<file path="config.mk">
export PLATFORM = sky130hd
export DESIGN_NAME = lifo_stack_engine
export DESIGN_NICKNAME = d
export VERILOG_FILES = /design/src/design/lse_pkg.sv /design/src/design/lse_cell.sv /design/src/design/lifo_stack_engine.sv
export SDC_FILE = /design/constraint.sdc
export NUM_CORES = 2
export LEC_CHECK = 0
export ABC_AREA = 1
export BUFFER_PORTS_ARGS = -buffer_cell sky130_fd_sc_hd__buf_2
export CAP_MARGIN = 10
export CELL_PAD_IN_SITES_DETAIL_PLACEMENT = 1
export CELL_PAD_IN_SITES_GLOBAL_PLACEMENT = 1
export CORE_MARGIN = 5
export CORE_UTILIZATION = 50
export CTS_CLUSTER_DIAMETER = 120
export CTS_CLUSTER_SIZE = 10
export DETAILED_ROUTE_END_ITERATION = 12
export MAX_ROUTING_LAYER = met4
export PLACE_DENSITY = 0.89
export REMOVE_ABC_BUFFERS = 1
export SLEW_MARGIN = 20
export SYNTH_ARGS = -nofsm -noshare
export SYNTH_HDL_FRONTEND = slang
export SYNTH_SLANG_ARGS = --single-unit
</file>
<file path="constraint.sdc">
create_clock -name clock -period 4.71 [get_ports clock]
set_input_delay 0.2355 -clock clock [delete_from_list [all_inputs] [get_ports clock]]
set_output_delay 0.2355 -clock clock [all_outputs]
set_load 0.02 [all_outputs]
</file>
<file path="src/design/lse_pkg.sv">
`default_nettype none
package lse_pkg;

   localparam int DATA_W        = 32;
   localparam int DEFAULT_DEPTH = 64;

   typedef logic [1:0] op_type;
   localparam op_type OP_PUSH = 2'd0;
   localparam op_type OP_POP  = 2'd1;
   localparam op_type OP_SWAP = 2'd2;
   localparam op_type OP_LIST = 2'd3;

   typedef logic [2:0] status_type;
   localparam status_type ST_OK         = 3'd0;
   localparam status_type ST_POP_EMPTY  = 3'd1;
   localparam status_type ST_SWAP_SHORT = 3'd2;
   localparam status_type ST_PUSH_FULL  = 3'd3;
   localparam status_type ST_LIST_EMPTY = 3'd4;

   typedef logic [1:0] sel_code_type;
   localparam sel_code_type SEL_HOLD  = 2'd0;
   localparam sel_code_type SEL_LEFT  = 2'd1;
   localparam sel_code_type SEL_RIGHT = 2'd2;
   localparam sel_code_type SEL_TOP   = 2'd3;

   typedef struct packed {
      sel_code_type sel;
   } cell_ctl_type;

   typedef logic signed [DATA_W-1:0] data_type;

endpackage
`default_nettype wire

</file>
<file path="src/design/lse_cell.sv">
`default_nettype none
module lse_cell (
   input  wire               clock,
   input  wire lse_pkg::cell_ctl_type ctl,
   input  wire lse_pkg::data_type left_value,
   input  wire lse_pkg::data_type right_value,
   input  wire lse_pkg::data_type top_value,
   output lse_pkg::data_type value
);

   lse_pkg::data_type value_ff;
   lse_pkg::data_type value_in;

   always_comb begin
      case (ctl.sel)
         lse_pkg::SEL_LEFT:  value_in = left_value;
         lse_pkg::SEL_RIGHT: value_in = right_value;
         lse_pkg::SEL_TOP:   value_in = top_value;
         default:            value_in = value_ff;
      endcase
   end

   always_ff @(posedge clock) begin
      value_ff <= value_in;
   end

   assign value = value_ff;

endmodule
`default_nettype wire

</file>
<file path="src/design/lifo_stack_engine.sv">
`default_nettype none
// LIFO stack of signed 32-bit entries held in a row of STACK_DEPTH cells, cell 0 being the
// top. Push, pop and swap shift or exchange the cells in the cycle the request is accepted,
// and their single status result is registered for the next cycle, so these requests run at
// one per cycle while results are taken. A list request spends its accept cycle starting up,
// then emits one result per entry, top first, one per cycle while results are taken, by
// rotating the cells once around the filled part of the row; it takes no new request until
// the last entry is out, and the stack is back in order at its end.
// Failed operations return an error status and leave the stack untouched. Entries at or
// above the fill count hold no defined value and are never shown.
module lifo_stack_engine #(
   parameter int STACK_DEPTH = lse_pkg::DEFAULT_DEPTH
) (
   input  wire                     clock,
   input  wire                     reset,
   input  wire                     req_valid,
   output logic                    req_ready,
   input  wire  [1:0]              req_type,
   input  wire  signed [31:0]      req_push_value,
   output logic                    rsp_valid,
   input  wire                     rsp_ready,
   output logic signed [31:0]      rsp_entry_value,
   output logic [2:0]              rsp_status,
   output logic                    rsp_last_of_run
);

   localparam int CNT_W = $clog2(STACK_DEPTH + 1);

   localparam logic S_IDLE = 1'b0;
   localparam logic S_LIST = 1'b1;

   logic                state_ff, state_in;
   logic [CNT_W-1:0]    count_ff, count_in;
   logic [CNT_W-1:0]    remain_ff, remain_in;
   logic                rsp_valid_ff, rsp_valid_in;
   lse_pkg::data_type   rsp_value_ff, rsp_value_in;
   lse_pkg::status_type rsp_status_ff, rsp_status_in;
   logic                rsp_last_ff, rsp_last_in;

   logic slot_free;
   logic accept;
   logic do_push, do_pop, do_swap, do_rotate;

   lse_pkg::data_type    cell_value [STACK_DEPTH];
   lse_pkg::cell_ctl_type cell_ctl  [STACK_DEPTH];

   assign slot_free = !rsp_valid_ff || rsp_ready;
   assign req_ready = (state_ff == S_IDLE) && slot_free;
   assign accept    = req_valid && req_ready;

   always_comb begin
      state_in      = state_ff;
      count_in      = count_ff;
      remain_in     = remain_ff;
      rsp_valid_in  = rsp_valid_ff && !rsp_ready;
      rsp_value_in  = rsp_value_ff;
      rsp_status_in = rsp_status_ff;
      rsp_last_in   = rsp_last_ff;
      do_push       = 1'b0;
      do_pop        = 1'b0;
      do_swap       = 1'b0;
      do_rotate     = 1'b0;
      unique case (state_ff)
         S_IDLE: begin
            if (accept) begin
               rsp_valid_in  = 1'b1;
               rsp_value_in  = '0;
               rsp_status_in = lse_pkg::ST_OK;
               rsp_last_in   = 1'b1;
               unique case (req_type)
                  lse_pkg::OP_PUSH: begin
                     if (count_ff == CNT_W'(STACK_DEPTH)) begin
                        rsp_status_in = lse_pkg::ST_PUSH_FULL;
                     end else begin
                        do_push  = 1'b1;
                        count_in = count_ff + CNT_W'(1);
                     end
                  end
                  lse_pkg::OP_POP: begin
                     if (count_ff == '0) begin
                        rsp_status_in = lse_pkg::ST_POP_EMPTY;
                     end else begin
                        do_pop       = 1'b1;
                        count_in     = count_ff - CNT_W'(1);
                        rsp_value_in = cell_value[0];
                     end
                  end
                  lse_pkg::OP_SWAP: begin
                     if (count_ff < CNT_W'(2)) begin
                        rsp_status_in = lse_pkg::ST_SWAP_SHORT;
                     end else begin
                        do_swap = 1'b1;
                     end
                  end
                  default: begin
                     if (count_ff == '0) begin
                        rsp_status_in = lse_pkg::ST_LIST_EMPTY;
                     end else begin
                        rsp_valid_in = 1'b0;
                        remain_in    = count_ff;
                        state_in     = S_LIST;
                     end
                  end
               endcase
            end
         end
         default: begin
            if (slot_free) begin
               do_rotate     = 1'b1;
               rsp_valid_in  = 1'b1;
               rsp_value_in  = cell_value[0];
               rsp_status_in = lse_pkg::ST_OK;
               rsp_last_in   = (remain_ff == CNT_W'(1));
               remain_in     = remain_ff - CNT_W'(1);
               if (remain_ff == CNT_W'(1)) begin
                  state_in = S_IDLE;
               end
            end
         end
      endcase
   end

   always_comb begin
      for (int i = 0; i < STACK_DEPTH; i++) begin
         cell_ctl[i].sel = lse_pkg::SEL_HOLD;
         if (do_push) begin
            cell_ctl[i].sel = lse_pkg::SEL_LEFT;
         end else if (do_pop) begin
            cell_ctl[i].sel = lse_pkg::SEL_RIGHT;
         end else if (do_swap) begin
            if (i == 0) begin
               cell_ctl[i].sel = lse_pkg::SEL_RIGHT;
            end else if (i == 1) begin
               cell_ctl[i].sel = lse_pkg::SEL_LEFT;
            end
         end else if (do_rotate) begin
            if (CNT_W'(i + 1) == count_ff) begin
               cell_ctl[i].sel = lse_pkg::SEL_TOP;
            end else if (CNT_W'(i + 1) < count_ff) begin
               cell_ctl[i].sel = lse_pkg::SEL_RIGHT;
            end
         end
      end
   end

   for (genvar g = 0; g < STACK_DEPTH; g++) begin : g_cell
      lse_pkg::data_type left_value;
      lse_pkg::data_type right_value;
      if (g == 0) begin : g_first
         assign left_value = req_push_value;
      end else begin : g_mid
         assign left_value = cell_value[g-1];
      end
      if (g == STACK_DEPTH - 1) begin : g_last
         assign right_value = '0;
      end else begin : g_inner
         assign right_value = cell_value[g+1];
      end
      lse_cell u_cell (
         .clock       (clock),
         .ctl         (cell_ctl[g]),
         .left_value  (left_value),
         .right_value (right_value),
         .top_value   (cell_value[0]),
         .value       (cell_value[g])
      );
   end

   always_ff @(posedge clock) begin
      if (reset) begin
         state_ff     <= S_IDLE;
         count_ff     <= '0;
         remain_ff    <= '0;
         rsp_valid_ff <= 1'b0;
      end else begin
         state_ff     <= state_in;
         count_ff     <= count_in;
         remain_ff    <= remain_in;
         rsp_valid_ff <= rsp_valid_in;
      end
      rsp_value_ff  <= rsp_value_in;
      rsp_status_ff <= rsp_status_in;
      rsp_last_ff   <= rsp_last_in;
   end

   assign rsp_valid       = rsp_valid_ff;
   assign rsp_entry_value = rsp_value_ff;
   assign rsp_status      = rsp_status_ff;
   assign rsp_last_of_run = rsp_last_ff;

endmodule
`default_nettype wire

</file>
== After elaboration in Yosys (flattened, before gate mapping) ==
Cells that the tools add are included.

* Register bits after elaboration: 2100
* Bits of input ports: 38
* Output and inout port bits: 38
* Logic and storage cells: 979

* Add/subtract/negate cells: 3
* Magnitude comparators: 65
* Eq/ne operators: 264
* Mux-type cells: 496
* Bitwise gates (word level): 1
* Reduce and logical (&&, ||, !) cells: 79

{| class="wikitable"
|+ Operators with widths
! cell !! count
|-
| one-hot mux 32 bit (3 select lines) || 62
|-
| 2-to-1 mux 2 bit || 386
|-
| equality test 2 bit, second input constant || 128
|-
| equality test 6 x 7 -> 1 bit, first input constant || 32
|-
| less-than comparator 6 x 7 -> 1 bit, first input constant || 32
|-
| nonzero test 3 bit || 62
|-
| 2-to-1 mux 32 bit || 5
|-
| equality test 2 x 1 -> 1 bit, second input constant || 65
|-
| one-hot mux 32 bit (2 select lines) || 2
|-
| equality test 5 x 7 -> 1 bit, first input constant || 16
|-
| less-than comparator 5 x 7 -> 1 bit, first input constant || 16
|-
| equality test 4 x 7 -> 1 bit, first input constant || 8
|-
| less-than comparator 4 x 7 -> 1 bit, first input constant || 8
|-
| 2-to-1 mux 7 bit || 7
|-
| equality test 3 x 7 -> 1 bit, first input constant || 4
|-
| less-than comparator 3 x 7 -> 1 bit, first input constant || 4
|-
| 2-to-1 mux 1 bit || 28
|-
| equality test 2 x 7 -> 1 bit, first input constant || 2
|-
| less-than comparator 2 x 7 -> 1 bit, first input constant || 2
|-
| one-hot mux 7 bit (2 select lines) || 1
|-
| subtractor 7 x 1 -> 7 bit, second input constant || 2
|-
| 2-to-1 mux 3 bit || 4
|-
| one-hot mux 3 bit (3 select lines) || 1
|-
| nonzero test 2 bit || 4
|-
| 21 further kinds || 27
|}

== Longest topological paths before layout ==
* Depth after elaboration: 12
* Depth in mapped cells: 15
* Mapped depth without buffers: 12

== Hierarchy ==
From an unflattened synthesis, not the netlist that was laid out.

* Cells, all modules: 12199
* Area, all modules: 114030.6 um^2

{| class="wikitable"
|+ Modules (own cells, without submodules)
! module !! instances !! cells an instance !! area each (um^2) !! seq. area each (um^2)
|-
| lse_cell || 64 || 180 || 1712.9 || 960.9
|-
| lifo_stack_engine || 1 || 679 || 4405.5 || 1401.3
|}

== Least setup slack after synthesis ==
Ideal clock, no wire load.

* Kind: register -> register
* From: reg count_ff[1]
* To: reg g_cell[63].u_cell.value_ff[0] (enable)
* Setup time: 0.629 ns
* Arrival time: 2.699 ns
* Required time: 4.081 ns
* Slack: 1.382 ns
* Stages on the path, launching flop included: 11
* Path buffers: 3
* Period minus slack after synthesis: 3.328 ns
* Cell sequence: dfxtp_1 -> buf_2 -> inv_1 -> ha_1 -> nand2_1 -> inv_2 -> nand2_2 -> nand3_4 -> buf_2 -> buf_1 -> nand4_1

* Longest elaborated chain between the ends: 10
* Elaborated cells between the ends (all ways): 27
* Classes of those cells: order compare: 2; eq/ne: 5; mux: 18; reduce/logical: 2

{| class="wikitable"
|+ Ends and longest elaborated chain
! item !! line !! text
|-
| start, declared || lifo_stack_engine.sv:33 || <nowiki>logic [CNT_W-1:0] count_ff, count_in;</nowiki>
|-
| start signal, assigned || lifo_stack_engine.sv:177 || <nowiki>count_ff <= count_in;</nowiki>
|-
| less-than comparator 7 x 2 -> 1 bit || lifo_stack_engine.sv:89 || <nowiki>if (count_ff < CNT_W'(2)) begin</nowiki>
|-
| 2-to-1 mux 1 bit || lifo_stack_engine.sv:89 ||
|-
| 2-to-1 mux 1 bit || lifo_stack_engine.sv:70 || <nowiki>unique case (req_type)</nowiki>
|-
| 2-to-1 mux 1 bit || lifo_stack_engine.sv:65 || <nowiki>if (accept) begin</nowiki>
|-
| 2-to-1 mux 1 bit || lifo_stack_engine.sv:63 || <nowiki>unique case (state_ff)</nowiki>
|-
| 2-to-1 mux 2 bit || lifo_stack_engine.sv:130 || <nowiki>end else if (do_swap) begin</nowiki>
|-
| 2-to-1 mux 2 bit || lifo_stack_engine.sv:128 || <nowiki>end else if (do_pop) begin</nowiki>
|-
| 2-to-1 mux 2 bit * || lifo_stack_engine.sv:126 || <nowiki>if (do_push) begin</nowiki>
|-
| equality test 2 x 1 -> 1 bit or equality test 2 bit (tied branches) || lse_cell.sv:15 || <nowiki>case (ctl.sel)</nowiki>
|-
| nonzero test 3 bit (no line) * || -- ||
|-
| end signal, assigned || lse_cell.sv:24 || <nowiki>value_ff <= value_in;</nowiki>
|-
| end, declared || lse_cell.sv:11 || <nowiki>lse_pkg::data_type value_ff;</nowiki>
|}

Mark *: on every way between the ends. The rest lies on a longest branch, timed or not.
A chain may end at the register's enable or synchronous reset.

== Worst setup path after layout ==
* From: reg count_ff[5]
* To: reg g_cell[38].u_cell.value_ff[13] (enable)

* Longest elaborated chain between the ends: 10
* Elaborated cells between the ends (all ways): 27
* Classes of those cells: order compare: 2; eq/ne: 5; mux: 18; reduce/logical: 2

{| class="wikitable"
|+ Ends and longest elaborated chain
! item !! line
|-
| less-than comparator 7 x 2 -> 1 bit || lifo_stack_engine.sv:89
|-
| 2-to-1 mux 1 bit || lifo_stack_engine.sv:89
|-
| 2-to-1 mux 1 bit || lifo_stack_engine.sv:70
|-
| 2-to-1 mux 1 bit || lifo_stack_engine.sv:65
|-
| 2-to-1 mux 1 bit || lifo_stack_engine.sv:63
|-
| 2-to-1 mux 2 bit || lifo_stack_engine.sv:130
|-
| 2-to-1 mux 2 bit || lifo_stack_engine.sv:128
|-
| 2-to-1 mux 2 bit * || lifo_stack_engine.sv:126
|-
| equality test 2 x 1 -> 1 bit or equality test 2 bit (tied branches) || lse_cell.sv:15
|-
| nonzero test 3 bit (no line) * || --
|-
| end signal, assigned || lse_cell.sv:24
|-
| end, declared || lse_cell.sv:11
|}

Marked as above.

==> run_results.csv <==
group,metric,value,unit
floorplanning,core_area,215000,um2
critical_path,r2r_start,"count_ff[5]$_SDFFE_PP0P_",
floorplanning,io_pins,76,
route,wirelength,439000,um
sta,drv_slew,0,
cts,root_buffer,"clkbuf_16",
floorplanning,die_w,474,um
yosys,syn_inst,12100,
critical_path,cp-end-kind,"register",
finish,final_layout_size_suffix_gt1_frac,0.0796,
yosys,synthTopCellsByArea,"edfxtp_1 58%, nand3_1 20%, nand2_1 14%, buf_2 2.3%, clkbuf_1 1.8%",
route,avgViaCountPerCell,6.79,
pwr,peakVddDrop,0.396,mV
yosys,yosysWarnings,0,
cts,cts_resized,0,
worst_hold_path,hp-class,"in2reg",
global_route,grt_max_degree,107,
pwr,p_sw,12800,uW
yosys,synth_xor_xnor_area_share,0.000244,
cts,cts_tree,"built",
placed_design,post-place-ws,670,ps
critical_path,worstSetupStartpointType,"register",
pwr,p_leak,0.0442,uW
critical_path,crit_type,"reg2reg",
critical_path,path_max_fanout,33,
critical_path,reg2reg_slack,580,ps
yosys,netlist_area,108000,um2
cts,cts_setup_buffers,0,
critical_path,reg2regPathDepth,9,
yosys,synth_compound_area_frac,0.00462,
cts,clk_path_buf_depth,3,
route,drtPass1Iterations,6,
critical_path,cp_data_required_time,5290,ps
sta,fin_crit,4130,ps
finish,num-nets-final,11800,
sta,rsz0062_at_grt,"false",
floorplanning,die_area,225000,um2
pwr,power.share.clock,0.359,
finish,syn_to_final_growth,8.31,%
yosys,synth.top_cell.area_share,0.580,
yosys,synth-edff-count,2084,
run_status,status,"complete, no violations",
yosys,synth_top_family_by_area,"simple AND/OR/NAND/NOR gates",
sta,finalHoldViolCount,0,
floorplanning,initial_core_util,0.503,
yosys,yosys-mux-area-fraction,0.00334,
route,route.antenna.remaining_nets,0,
worst_hold_path,worstHoldEndpoint,"g_cell[0].u_cell.value[13]$_DFFE_PP_",
worst_hold_path,hold_start,"req_push_value[13]",
yosys,synthArstFlopShare,0,
cts,clkLatencyLatePin,920,ps
global_route,grt_pass1_wl,647000,um
yosys,synth-seq-cells,2100,
cts,cts.sinks,2100,
yosys,synth-simple-area-share,0.355,
sta,fin_worst_skew,35.1,ps
sta,setup_viol,0,
pwr,netSwitchingFraction,0.284,
cts,cts_buffers,227,
global_route,grt_use_total,0.390,
placed_design,gp_congestion,0.992,
route,route.detailed.drc,0,
route,drt_iter0_drc,15600,
pwr,power,45100,uW
yosys,ys.flop_type,"edfxtp_1",
cts,cts_max_level,4,
critical_path,r2r_end,"g_cell[38].u_cell.value[13]$_DFFE_PP_",
pwr,p_int,32300,uW
route,wire_per_inst,30.0,um
route,vias,99300,
yosys,synth_fa_ha_area_frac,0.00104,
yosys,avgSynthCellArea,8.89,um2
floorplanning,row_count,170,
global_route,grt_pass1_vias,99800,
global_route,grt_overflow,0,
placed_design,place_hpwl,294000,um
sta,setup_tns,0,ps
global_route,antenna_found_initial,9,
pwr,seqPwrFrac,0.519,
yosys,synth_top_area_cell,"edfxtp_1",
critical_path,crit_arrival,4700,ps
sta,tightest_slew,1240,ps
pwr,p_comb_frac,0.122,
yosys,seq_area_frac_synth,0.583,
pwr,powerDensity,386,nW/um2
floorplanning,die-height,474,um
sta,fmaxAchievable,242,MHz
placed_design,portBuffers,75,
sta,max_slew_margin,0.176,
cts,clk_pin_slew,70,ps
flow_run,max_cap_violations,0,
yosys,ys_types,38,
sta,fin_crit_sh,0.876,
sta,layout_setup_ws,584,ps
worst_hold_path,hold_depth,3,
critical path: stages, from the launching register on:
cell and delay [ps]:
dfxtp_1 660, inv_2 190, nand2_4 260, nor2_8 80, nand2_2 180, nand3_4 380
nand2_1 650, inv_2 410, nand2_1 570, buf_4 390
cells in the final DEF (no fill, tap or decap), types with 11 or more instances in the layout:
master	netlist	final
a21oi_1	14	13
buf_12	0	28
buf_2	491	75
buf_4	17	324
clkbuf_1	518	22
clkbuf_16	0	230
dfxtp_1	16	16
diode_2	0	11
dlygate4sd3_1	0	41
edfxtp_1	2084	2084
inv_1	165	164
inv_2	59	60
mux2_2	32	32
nand2_1	3923	3921
nand2_2	31	33
nand3_1	4371	4370
nand4_1	37	37
nor2_1	145	97
nor2_2	54	88
nor2_4	16	30
o21ai_0	21	20
o22ai_1	34	34
stage by stage:
stage	instances	util	cell area, um2	hold slack (ps)
2_1_floorplan	11100	-	103000	305
3_3_place_gp	14300	0.514	110000	479
3_5_place_dp	14300	0.514	110000	490
4_1_cts	14600	0.544	117000	122
5_1_grt	14600	0.544	117000	172
6_report	14600	0.544	117000	167
power groups by stage:
stage | Clock (uW) | Sequential, uW | Combinational, uW
floorplan | 0 | 23400 | 2700
finish | 16200 | 23400 | 5500
detailed placement | 0 | 23700 | 5190
global placement | 0 | 23700 | 4890
global route | 16900 | 23400 | 5750
CTS | 16200 | 23400 | 5290
cells in the mapped netlist (17+ instances only):
cell and number:
inv_2 59, nor2_2 54, buf_2 491, nand4_1 37, clkbuf_1 518, nor2_1 145, inv_1 165, o21ai_0 21
nand2_1 3923, o22ai_1 34, nand3_1 4371, nand2_2 31, mux2_2 32, buf_4 17, edfxtp_1 2084, buf_1 33
sequential cells by signal, summed over array words and instances, names as in the netlist:
register and count:
g_cell.u_cell.value 2048, rsp_entry_value 32, rsp_status 3, count_ff 7, rsp_last_of_run 1, rsp_valid 1, state_ff 1, remain_ff 7
worst max-delay path by stage:
stage,cells after the start,endpoint,start
after floorplan,9,g_cell[26].u_cell.value[0]$_DFFE_PP_,count_ff[0]$_SDFFE_PP0P_
after global placement,11,g_cell[38].u_cell.value[21]$_DFFE_PP_,count_ff[1]$_SDFFE_PP0P_
after detailed placement,8,g_cell[33].u_cell.value[9]$_DFFE_PP_,count_ff[3]$_SDFFE_PP0P_
after CTS,8,g_cell[33].u_cell.value[29]$_DFFE_PP_,count_ff[3]$_SDFFE_PP0P_
after global routing,9,g_cell[38].u_cell.value[14]$_DFFE_PP_,count_ff[5]$_SDFFE_PP0P_
final,9,g_cell[38].u_cell.value[13]$_DFFE_PP_,count_ff[5]$_SDFFE_PP0P_
per-layer routing:
metal	GRT usage	share of wire
met1	0.490	0.36
met4	0.207	0.066
met5	-	0
met2	0.590	0.45
met3	0.0930	0.13
area by class of cell:
class                           instances  area, um2
Timing Repair Buffer                  469       3790
Multi-Input combinational cell       8728      39600
Sequential cell                      2100      62900
Clock inverter                         12        228
Tap cell                             2838       3550
Antenna cell                           11       27.5
Inverter                              227        857
Fill cell                           24400      97800
Clock buffer                          252       5840
cells by family (layout without fill, tap and decap cells):
| family | count (synthesis) | count (layout) |
|---|---|---|
| muxes | 32 | 32 |
| other | 0 | 11 |
| xor gates and xnor gates | 3 | 3 |
| and+or+nand+nor | 8598 | 8598 |
| buffers and inverters | 1297 | 960 |
| adders and majority gates | 9 | 9 |
| DFF | 2100 | 2100 |
| AOI/OAI and AO/OA | 86 | 86 |
timing repair:
action                     in CTS  in global routing
hold endpoints to repair       51                  0
setup endpoints to repair       0                  0
hold buffers                   41                  0
Note: power is estimated with default switching activity, not from simulation.
